### config.mk
export PLATFORM = sky130hd
export DESIGN_NAME = qr_function_module_classifier_top
export DESIGN_NICKNAME = d
export VERILOG_FILES = /design/src/rtl/qfc_pkg.sv /design/src/rtl/qfc_cfg.sv /design/src/rtl/qfc_classify.sv /design/src/rtl/qr_function_module_classifier_top.sv
export SDC_FILE = /design/constraint.sdc
export NUM_CORES = 1
export LEC_CHECK = 0
export BUFFER_PORTS_ARGS = -buffer_cell sky130_fd_sc_hd__buf_4
export CAP_MARGIN = 20
export CORE_AREA = 5 5 242 244
export CTS_BUF_LIST = sky130_fd_sc_hd__clkbuf_16
export DETAILED_ROUTE_END_ITERATION = 16
export DIE_AREA = 0 0 247 249
export HOLD_SLACK_MARGIN = 0.15
export PLACE_DENSITY = 0.72
export SYNTH_ARGS = -nofsm -noshare
export SYNTH_HDL_FRONTEND = slang
export SYNTH_SLANG_ARGS = --single-unit
### constraint.sdc
create_clock -name clk -period 14.85 [get_ports clk]
set_input_delay 2.2275 -clock clk [delete_from_list [all_inputs] [get_ports clk]]
set_output_delay 2.2275 -clock clk [all_outputs]
set_load 0.005 [all_outputs]
### src/rtl/qfc_pkg.sv
// Package for the QR function-module classifier: class codes, register
// indexes, widths and the shared pattern functions. No dependencies.
`timescale 1ns / 1ps

package qfc_pkg;

	localparam int ALIGN_SLOTS_MAX = 7;
	localparam int ALIGN_SLOTS_DEF = 7;

	localparam int CFG_IDX_W  = 3;
	localparam int CFG_DATA_W = 8;
	localparam int VER_W      = 6;
	localparam int COORD_W    = 8;
	localparam int SIZE_W     = 9;

	localparam logic [CFG_IDX_W-1:0] REG_VERSION    = 3'd0;
	localparam logic [CFG_IDX_W-1:0] REG_ALIGN_BASE = 3'd1;

	localparam logic [VER_W-1:0] VERSION_RST = 6'd1;
	localparam logic [VER_W-1:0] VERSION_MIN_INFO = 6'd7;

	typedef enum logic [2:0] {
		CLS_DATA      = 3'd0,
		CLS_DARK      = 3'd1,
		CLS_FORMAT    = 3'd2,
		CLS_VERSION   = 3'd3,
		CLS_FINDER    = 3'd4,
		CLS_SEPARATOR = 3'd5,
		CLS_TIMING    = 3'd6,
		CLS_ALIGN     = 3'd7
	} cls_t;

	typedef struct packed {
		logic busy;
	} qfc_cfg_status_t;

	function automatic logic [SIZE_W-1:0] sym_size(input logic [VER_W-1:0] v);
		sym_size = {1'b0, v, 2'b00} + 9'd17;
	endfunction

	// |a - b| <= 2
	function automatic logic near2(input logic [COORD_W-1:0] a, input logic [COORD_W-1:0] b);
		logic [COORD_W-1:0] d;
		d = (a >= b) ? (a - b) : (b - a);
		near2 = (d <= 8'd2);
	endfunction

	// class of a module before alignment blocks are painted; later rules override
	function automatic cls_t base_class(input logic [COORD_W-1:0] r, input logic [COORD_W-1:0] c,
			input logic [VER_W-1:0] v);
		logic [SIZE_W-1:0] rr;
		logic [SIZE_W-1:0] cc;
		logic [SIZE_W-1:0] sz;
		logic [SIZE_W-1:0] dark_r;
		cls_t k;
		rr = {1'b0, r};
		cc = {1'b0, c};
		sz = sym_size(v);
		dark_r = {1'b0, v, 2'b00} + 9'd9;
		k = CLS_DATA;
		if (rr == dark_r && cc == 9'd8) k = CLS_DARK;
		if (rr == 9'd8 && (cc <= 9'd5 || cc == 9'd7 || cc == 9'd8)) k = CLS_FORMAT;
		if (cc == 9'd8 && (rr <= 9'd5 || rr == 9'd7 || rr == 9'd8)) k = CLS_FORMAT;
		if (cc == 9'd8 && rr >= sz - 9'd7 && rr < sz) k = CLS_FORMAT;
		if (rr == 9'd8 && cc >= sz - 9'd8 && cc < sz) k = CLS_FORMAT;
		if (v >= VERSION_MIN_INFO) begin
			if (rr >= sz - 9'd11 && rr <= sz - 9'd9 && cc <= 9'd5) k = CLS_VERSION;
			if (cc >= sz - 9'd11 && cc <= sz - 9'd9 && rr <= 9'd5) k = CLS_VERSION;
		end
		if ((rr < 9'd7 && cc < 9'd7) || (rr >= sz - 9'd7 && cc < 9'd7) ||
				(rr < 9'd7 && cc >= sz - 9'd7))
			k = CLS_FINDER;
		if ((rr == 9'd7 && cc < 9'd8) || (cc == 9'd7 && rr < 9'd8) ||
				(rr == 9'd7 && cc >= sz - 9'd8) || (cc == 9'd7 && rr >= sz - 9'd8) ||
				(cc == sz - 9'd8 && rr < 9'd8) || (rr == sz - 9'd8 && cc < 9'd8))
			k = CLS_SEPARATOR;
		if ((cc == 9'd6 && rr >= 9'd8 && rr < sz - 9'd8) ||
				(rr == 9'd6 && cc >= 9'd8 && cc < sz - 9'd8))
			k = CLS_TIMING;
		base_class = k;
	endfunction

endpackage

### src/rtl/qfc_cfg.sv
// Configuration registers and the alignment-center acceptance sweep.
// Depends on qfc_pkg.
`timescale 1ns / 1ps

module qfc_cfg import qfc_pkg::*; #(
	parameter int ALIGN_SLOTS = ALIGN_SLOTS_DEF
) (
	input  logic                                    clk,
	input  logic                                    arst_n,
	input  logic                                    cfg_wr_en,
	input  logic [CFG_IDX_W-1:0]                    cfg_index,
	input  logic [CFG_DATA_W-1:0]                   cfg_data,
	output logic [VER_W-1:0]                        version,
	output logic [ALIGN_SLOTS-1:0][COORD_W-1:0]     align_pos,
	output logic [ALIGN_SLOTS-1:0][ALIGN_SLOTS-1:0] acc_mask,
	output qfc_cfg_status_t                         status
);

	localparam int IW = (ALIGN_SLOTS > 1) ? $clog2(ALIGN_SLOTS) : 1;
	localparam logic [IW-1:0] LAST = IW'(ALIGN_SLOTS - 1);

	logic [VER_W-1:0]                        version_q;
	logic [ALIGN_SLOTS-1:0][COORD_W-1:0]     pos_q;
	logic [ALIGN_SLOTS-1:0][ALIGN_SLOTS-1:0] acc_q;
	logic                                    busy_q;
	logic [IW-1:0]                           i_q;
	logic [IW-1:0]                           j_q;

	logic [COORD_W-1:0]     cr;
	logic [COORD_W-1:0]     cc;
	logic [SIZE_W-1:0]      sz;
	logic [ALIGN_SLOTS-1:0] rn;
	logic [ALIGN_SLOTS-1:0] cn;
	logic                   covered;
	logic                   in_range;
	cls_t                   ck;
	logic                   take;

	// pair (i, j) is checked against every center accepted earlier in the scan
	always_comb begin
		cr = pos_q[i_q];
		cc = pos_q[j_q];
		sz = sym_size(version_q);
		covered = 1'b0;
		for (int a = 0; a < ALIGN_SLOTS; a++) begin
			rn[a] = near2(pos_q[a], cr);
			cn[a] = near2(pos_q[a], cc);
		end
		for (int a = 0; a < ALIGN_SLOTS; a++)
			for (int b = 0; b < ALIGN_SLOTS; b++)
				covered = covered | (acc_q[a][b] & rn[a] & cn[b]);
		in_range = (cr != '0) && (cc != '0) && ({1'b0, cr} < sz) && ({1'b0, cc} < sz);
		ck = base_class(cr, cc, version_q);
		take = in_range && !covered && (ck == CLS_DATA || ck == CLS_TIMING);
	end

	always_ff @(posedge clk or negedge arst_n) begin
		if (!arst_n) begin
			version_q <= VERSION_RST;
			pos_q     <= '0;
			acc_q     <= '0;
			busy_q    <= 1'b0;
			i_q       <= '0;
			j_q       <= '0;
		end else if (cfg_wr_en) begin
			if (cfg_index == REG_VERSION)
				version_q <= cfg_data[VER_W-1:0];
			for (int k = 0; k < ALIGN_SLOTS; k++)
				if (cfg_index == REG_ALIGN_BASE + CFG_IDX_W'(k))
					pos_q[k] <= cfg_data;
			// any write restarts the sweep from scratch
			acc_q  <= '0;
			busy_q <= 1'b1;
			i_q    <= '0;
			j_q    <= '0;
		end else if (busy_q) begin
			if (take)
				acc_q[i_q][j_q] <= 1'b1;
			if (j_q == LAST) begin
				j_q <= '0;
				if (i_q == LAST)
					busy_q <= 1'b0;
				else
					i_q <= i_q + 1'b1;
			end else begin
				j_q <= j_q + 1'b1;
			end
		end
	end

	assign version     = version_q;
	assign align_pos   = pos_q;
	assign acc_mask    = acc_q;
	assign status.busy = busy_q;

endmodule

### src/rtl/qfc_classify.sv
// Classification pipeline: input register, pattern logic, result register.
// Depends on qfc_pkg.
`timescale 1ns / 1ps

module qfc_classify import qfc_pkg::*; #(
	parameter int ALIGN_SLOTS = ALIGN_SLOTS_DEF
) (
	input  logic                                    clk,
	input  logic                                    arst_n,
	input  logic                                    in_valid,
	output logic                                    in_ready,
	input  logic [COORD_W-1:0]                      in_row,
	input  logic [COORD_W-1:0]                      in_col,
	output logic                                    out_valid,
	input  logic                                    out_ready,
	output logic [2:0]                              out_class,
	output logic                                    out_outside,
	input  logic [VER_W-1:0]                        version,
	input  logic [ALIGN_SLOTS-1:0][COORD_W-1:0]     align_pos,
	input  logic [ALIGN_SLOTS-1:0][ALIGN_SLOTS-1:0] acc_mask
);

	logic               v_s1;
	logic [COORD_W-1:0] row_s1;
	logic [COORD_W-1:0] col_s1;
	logic               v_s2;
	cls_t               cls_s2;
	logic               outside_s2;

	logic                   adv;
	logic [SIZE_W-1:0]      sz;
	logic                   outside;
	logic [ALIGN_SLOTS-1:0] rn;
	logic [ALIGN_SLOTS-1:0] cn;
	logic                   hit;
	cls_t                   cls;

	always_comb begin
		sz = sym_size(version);
		outside = ({1'b0, row_s1} >= sz) || ({1'b0, col_s1} >= sz);
		hit = 1'b0;
		for (int a = 0; a < ALIGN_SLOTS; a++) begin
			rn[a] = near2(row_s1, align_pos[a]);
			cn[a] = near2(col_s1, align_pos[a]);
		end
		for (int a = 0; a < ALIGN_SLOTS; a++)
			for (int b = 0; b < ALIGN_SLOTS; b++)
				hit = hit | (acc_mask[a][b] & rn[a] & cn[b]);
		if (outside)
			cls = CLS_DATA;
		else if (hit)
			cls = CLS_ALIGN;
		else
			cls = base_class(row_s1, col_s1, version);
	end

	assign adv      = !v_s2 || out_ready;
	assign in_ready = !v_s1 || adv;

	always_ff @(posedge clk or negedge arst_n) begin
		if (!arst_n) begin
			v_s1 <= 1'b0;
			v_s2 <= 1'b0;
		end else begin
			if (in_ready)
				v_s1 <= in_valid;
			if (adv)
				v_s2 <= v_s1;
		end
	end

	always_ff @(posedge clk) begin
		if (in_ready && in_valid) begin
			row_s1 <= in_row;
			col_s1 <= in_col;
		end
		if (adv && v_s1) begin
			cls_s2     <= cls;
			outside_s2 <= outside;
		end
	end

	assign out_valid   = v_s2;
	assign out_class   = cls_s2;
	assign out_outside = outside_s2;

endmodule

### src/rtl/qr_function_module_classifier_top.sv
// Top level of the QR function-module classifier.
// Depends on qfc_pkg, qfc_cfg and qfc_classify.
//
//   channel   dir  handshake            payload
//   s_axis    in   s_tvalid/s_tready    s_tdata: row[7:0], col[15:8]
//   m_axis    out  m_tvalid/m_tready    m_tdata: module_class[2:0], outside[3], zero[7:4]
//   cfg       in   cfg_wr_en            cfg_index (0 version, 1..7 align_pos), cfg_data
//
// One transaction per cycle unless a sweep or a result stall holds it; an accepted
// item passes the input register, then the result register. Under a result stall,
// both stages hold, and the input stage still moves up into an empty result stage.
// Reset gives version 1 with no alignment centers; no sweep is needed after it.
// Every configuration write starts a sweep over the ALIGN_SLOTS*ALIGN_SLOTS center pairs
// (one center pair per cycle) that settles which centers are painted;
// s_tready is low while it runs.
`timescale 1ns / 1ps

module qr_function_module_classifier_top import qfc_pkg::*; #(
	parameter int ALIGN_SLOTS = ALIGN_SLOTS_DEF
) (
	input  logic                  clk,
	input  logic                  arst_n,
	input  logic                  s_tvalid,
	output logic                  s_tready,
	input  logic [15:0]           s_tdata,   // row[7:0], col[15:8]
	output logic                  m_tvalid,
	input  logic                  m_tready,
	output logic [7:0]            m_tdata,   // module_class[2:0], outside[3], zero[7:4]
	input  logic                  cfg_wr_en,
	input  logic [CFG_IDX_W-1:0]  cfg_index,
	input  logic [CFG_DATA_W-1:0] cfg_data
);

	logic [VER_W-1:0]                        version;
	logic [ALIGN_SLOTS-1:0][COORD_W-1:0]     align_pos;
	logic [ALIGN_SLOTS-1:0][ALIGN_SLOTS-1:0] acc_mask;
	qfc_cfg_status_t                         cfg_status;
	logic                                    cls_in_ready;
	logic [2:0]                              out_class;
	logic                                    out_outside;

	qfc_cfg #(
		.ALIGN_SLOTS(ALIGN_SLOTS)
	) u_cfg (
		.clk       (clk),
		.arst_n    (arst_n),
		.cfg_wr_en (cfg_wr_en),
		.cfg_index (cfg_index),
		.cfg_data  (cfg_data),
		.version   (version),
		.align_pos (align_pos),
		.acc_mask  (acc_mask),
		.status    (cfg_status)
	);

	qfc_classify #(
		.ALIGN_SLOTS(ALIGN_SLOTS)
	) u_classify (
		.clk         (clk),
		.arst_n      (arst_n),
		.in_valid    (s_tvalid && !cfg_status.busy),
		.in_ready    (cls_in_ready),
		.in_row      (s_tdata[7:0]),
		.in_col      (s_tdata[15:8]),
		.out_valid   (m_tvalid),
		.out_ready   (m_tready),
		.out_class   (out_class),
		.out_outside (out_outside),
		.version     (version),
		.align_pos   (align_pos),
		.acc_mask    (acc_mask)
	);

	assign s_tready = cls_in_ready && !cfg_status.busy;
	assign m_tdata  = {4'b0000, out_outside, out_class};

	a_no_accept_in_sweep: assert property (@(posedge clk) disable iff (!arst_n)
		cfg_status.busy |-> !s_tready)
		else $error("input accepted during center sweep");

	a_write_starts_sweep: assert property (@(posedge clk) disable iff (!arst_n)
		cfg_wr_en |=> cfg_status.busy)
		else $error("configuration write did not start sweep");

	a_outside_is_data: assert property (@(posedge clk) disable iff (!arst_n)
		(m_tvalid && out_outside) |-> (out_class == CLS_DATA))
		else $error("outside coordinate reported a non-data class");

	a_pad_zero: assert property (@(posedge clk) disable iff (!arst_n)
		m_tvalid |-> (m_tdata[7:4] == 4'b0000))
		else $error("result padding not zero");

endmodule

==> results by group <==
Status
  • Status: finished clean

Clock tree
  • Clock Pin Slew Worst Setup and Hold Paths: 0.09 ns
  • Clock Path Buffers: 2
  • # clock sinks: 140
  • CTS tree: done
  • # H-tree levels: 4
  • Post-CTS Repair Setup Buffers: 0
  • Worst skew pair latency: 0.47 ns
  • Cts repair resizes: 0
  • CTS root buffer: clkbuf_16
  • CTS hold repair buffers: 0
  • CTS Buf Count: 17

Final layout
  • NumNets Final: 4192
  • Post-route insts no fill: 4374
  • Share of cells above drive strength 1: 0.0854
  • Finished Cell Area: 31100 um^2
  • Area grow syn2layout: 5.89%
  • Antenna cells: 0

GRT
  • Met3 global-route usage: 0.110
  • GR Util met2: 0.530
  • Tot GR Track Use: 0.374
  • Vias in the first global route: 27900
  • Met1 Track Usage GR: 0.495
  • GR peak layer: met2
  • Congestion Overflow GR: 0
  • Largest net degree at the start of global routing: 64
  • Initial antenna violation count: 8
  • Global-route wire length before repair: ~180000 um

Setup path
  • Max stage delay on crit path: about 0.96 ns
  • Critical-path cell list: nor2b_1 -> o2bb2ai_1 -> mux2i_2 -> inv_1 -> ha_1 -> and3_1 -> o31ai_2 -> a32oi_2 -> mux2_2 -> o2111ai_1 -> nor3_1 -> o41ai_1 -> o31ai_2 -> a21oi_4 -> buf_4 -> nand4_1 -> o22ai_1
  • Worst setup EP type: flip-flop
  • CP max stage cell: dfrtp_2
  • Crit path top cell by count: o31ai_2
  • Critical path fanouts, max: 49
  • Critical path class: reg2reg
  • Critical path startpoint category: flip-flop
  • Critical path arrival: roughly 8 ns
  • Data required, critical path: roughly 15 ns
  • Crit path max-delay family: compound AO/OA/AOI/OAI gates
  • Worst path bufs/invs: 2

Run
  • Max capacitance violation total: 0

STA
  • Post-route setup TNS: 0 ns
  • Rel. slew slack: 0.214
  • Final setup viols: 0
  • Worst Clk Skew: roughly 0.022 ns
  • Final WS setup: 7.15 ns
  • Fin crit share: 0.518
  • Max Fclk: 0.130 GHz
  • Max-slew violations: 0
  • RSZ-0062 raised after global routing: false
  • Period minus WS final: 7.70 ns
  • Hold Vio Cnt, Final: 0
  • Slew at the pin closest to its max-slew limit: 1.16 ns

Detailed routing
  • Vias per std cell: a little under 7
  • Detailed Routing Iterations Pass 1: 9
  • Routed wire per std cell: 27.7 um
  • Antenna-violating nets left: 0
  • DR vias: roughly 30000
  • Iter 0 DRT Violations: between 3000 and 4000
  • WL final: 121000 um
  • # DRC: 0

Synth
  • Top cell type by total area after synthesis: ha_1
  • Sequential-to-total area share from yosys stat: 0.123
  • Top-area cell type share of the netlist area: 0.212
  • Average size of a mapped cell: slightly above 8 um^2
  • FF+latch count, synth: 140
  • Synth Flop Type: dfrtp_1
  • Post-synth EDFFs: 20
  • Async SR Flop Fraction: 0.857
  • Ranking of synthesized cells by area: ha_1, dfrtp_1, a21oi_1
  • Syn Std Cell Area: a little under 30000 um^2
  • Unique masters post-synth: 121
  • Synth warn: 0
  • Synth Instances: approximately 3600

Placement
  • IO Port Bufs: 37
  • GPL Wtd Cong: 1.05
  • Placed insts: 4337
  • Dpl cell area: 30500 um^2
  • Post-DP HPWL: 88100 um
  • Setup WS pre-CTS: between 7 and 8 ns

Die
  • Core Box Area: 56100 um^2
  • Die ar.: 61500 um^2
  • Io pins: 42
  • Starting Density: 0.525
  • Die Ht: 249 um
  • Core Rows: 87
  • Die X: 247 um

Worst hold path
  • HP Class: reg2reg

Power and ir drop
  • Leak pwr: 13.5 nW
  • Worst vdd ir: a little under 0.07 mV
  • Power Total: 0.00443 W
  • Power Density: between 100 and 150 nW/um^2
[Yosys cell counts, drive strengths merged, types with 39 or more instances]
cell type / number
nand3b: 51
nor2: 155
ha: 499
a21o: 94
mux2: 62
nor3: 76
nand4: 66
a211oi: 45
o22ai: 70
nand2b: 52
and3: 47
nand2: 245
mux2i: 87
o211ai: 39
nor2b: 89
clkbuf: 67
o21ai: 237
nand3: 102
buf: 69
fa: 56
o21a: 66
xnor2: 56
xor2: 52
dfrtp: 119
a21oi: 272
a31oi: 60
inv: 232
[path summary, 6_finish.rpt]
kind                                      start                    to  slack (ns)  cells past startpoint
max in group asynchronous                arst_n          u_cfg.i_q[2]       11.39                      3
worst min register to register  u_classify.v_s1  u_classify.out_valid        0.51                      1
worst min-delay path            u_classify.v_s1  u_classify.out_valid        0.51                      1
worst max-delay path               u_cfg.i_q[2]    u_cfg.acc_mask[45]        7.15                     17
worst max register to register     u_cfg.i_q[2]    u_cfg.acc_mask[45]        7.15                     17
min in group asynchronous                arst_n   u_cfg.align_pos[48]        1.61                      1
[state kept, by name (all words and copies together) (netlist names)]
name,count
u_cfg.version,6
u_classify.v_s1,1
u_cfg.i_q,3
u_classify.out_class,3
u_cfg.align_pos,56
u_cfg.status,1
u_classify.col_s1,8
u_classify.row_s1,8
u_classify.out_valid,1
u_cfg.acc_mask,49
u_classify.out_outside,1
u_cfg.j_q,3
[metal layers]
layer / share of wire / wire [um]
met1: 0.40 / 48300
met2: 0.40 / 48400
met3: 0.12 / 14400
met4: 0.080 / 9710
met5: 0.00098 / 119
[kinds of logic after synthesis]
group,after synthesis,share of synthesized area
adder cells (fa/ha/maj),555,0.250
AO/OA/AOI/OAI,1223,0.287
flip-flops,140,0.123
other,1,0.000128
AND/OR/NAND/NOR,1063,0.196
XOR/XNOR,108,0.0322
buffers and inverters,368,0.0520
multiplexers,157,0.0599
[power breakdown]
part | internal [W] | switching, W
combinational | 0.00133 | 0.00208
sequential | 0.000427 | 0.000140
clock | 0.000230 | 0.000231
[placed cells by master (no fill, tap or decap), types with 15 or more instances in the layout]
cell	n
ha_1	499
a21oi_1	269
nand2_1	245
inv_1	228
o21ai_0	225
nor2_1	151
dfrtp_1	118
nand3_1	100
buf_4	97
a21o_1	94
nor2b_1	89
mux2i_1	84
nor3_1	74
o21a_1	66
nand4_1	66
o22ai_1	62
a31oi_1	58
xnor2_1	56
fa_1	56
mux2_2	55
nand2b_1	52
xor2_1	52
nand3b_1	51
and3_1	47
a211oi_1	42
o211ai_1	36
and2_1	33
a21boi_0	29
a221oi_1	27
nor4_1	23
o2111ai_1	22
edfxtp_1	20
or3_1	18
a211o_1	18
a22oi_1	17
clkbuf_16	17
or2_2	16
o31ai_1	15
[layout make-up]
cell class	count	area (um^2)
clock buffer	17	425
clock inverter	15	191
fill	5280	24900
inverter	232	871
multi-input combinational	3110	24300
sequential	140	3610
tap	756	946
timing repair buffer	104	786
[stage by stage]
stage / utilization / hold WS, ns
4_1_cts: 0.555 / 0.514
6_report: 0.556 / 0.513
3_5_place_dp: 0.544 / 0.497
5_1_grt: 0.556 / 0.533
2_1_floorplan: - / 0.472
3_3_place_gp: 0.543 / 0.488
Note: power is estimated with default switching activity, not from simulation.
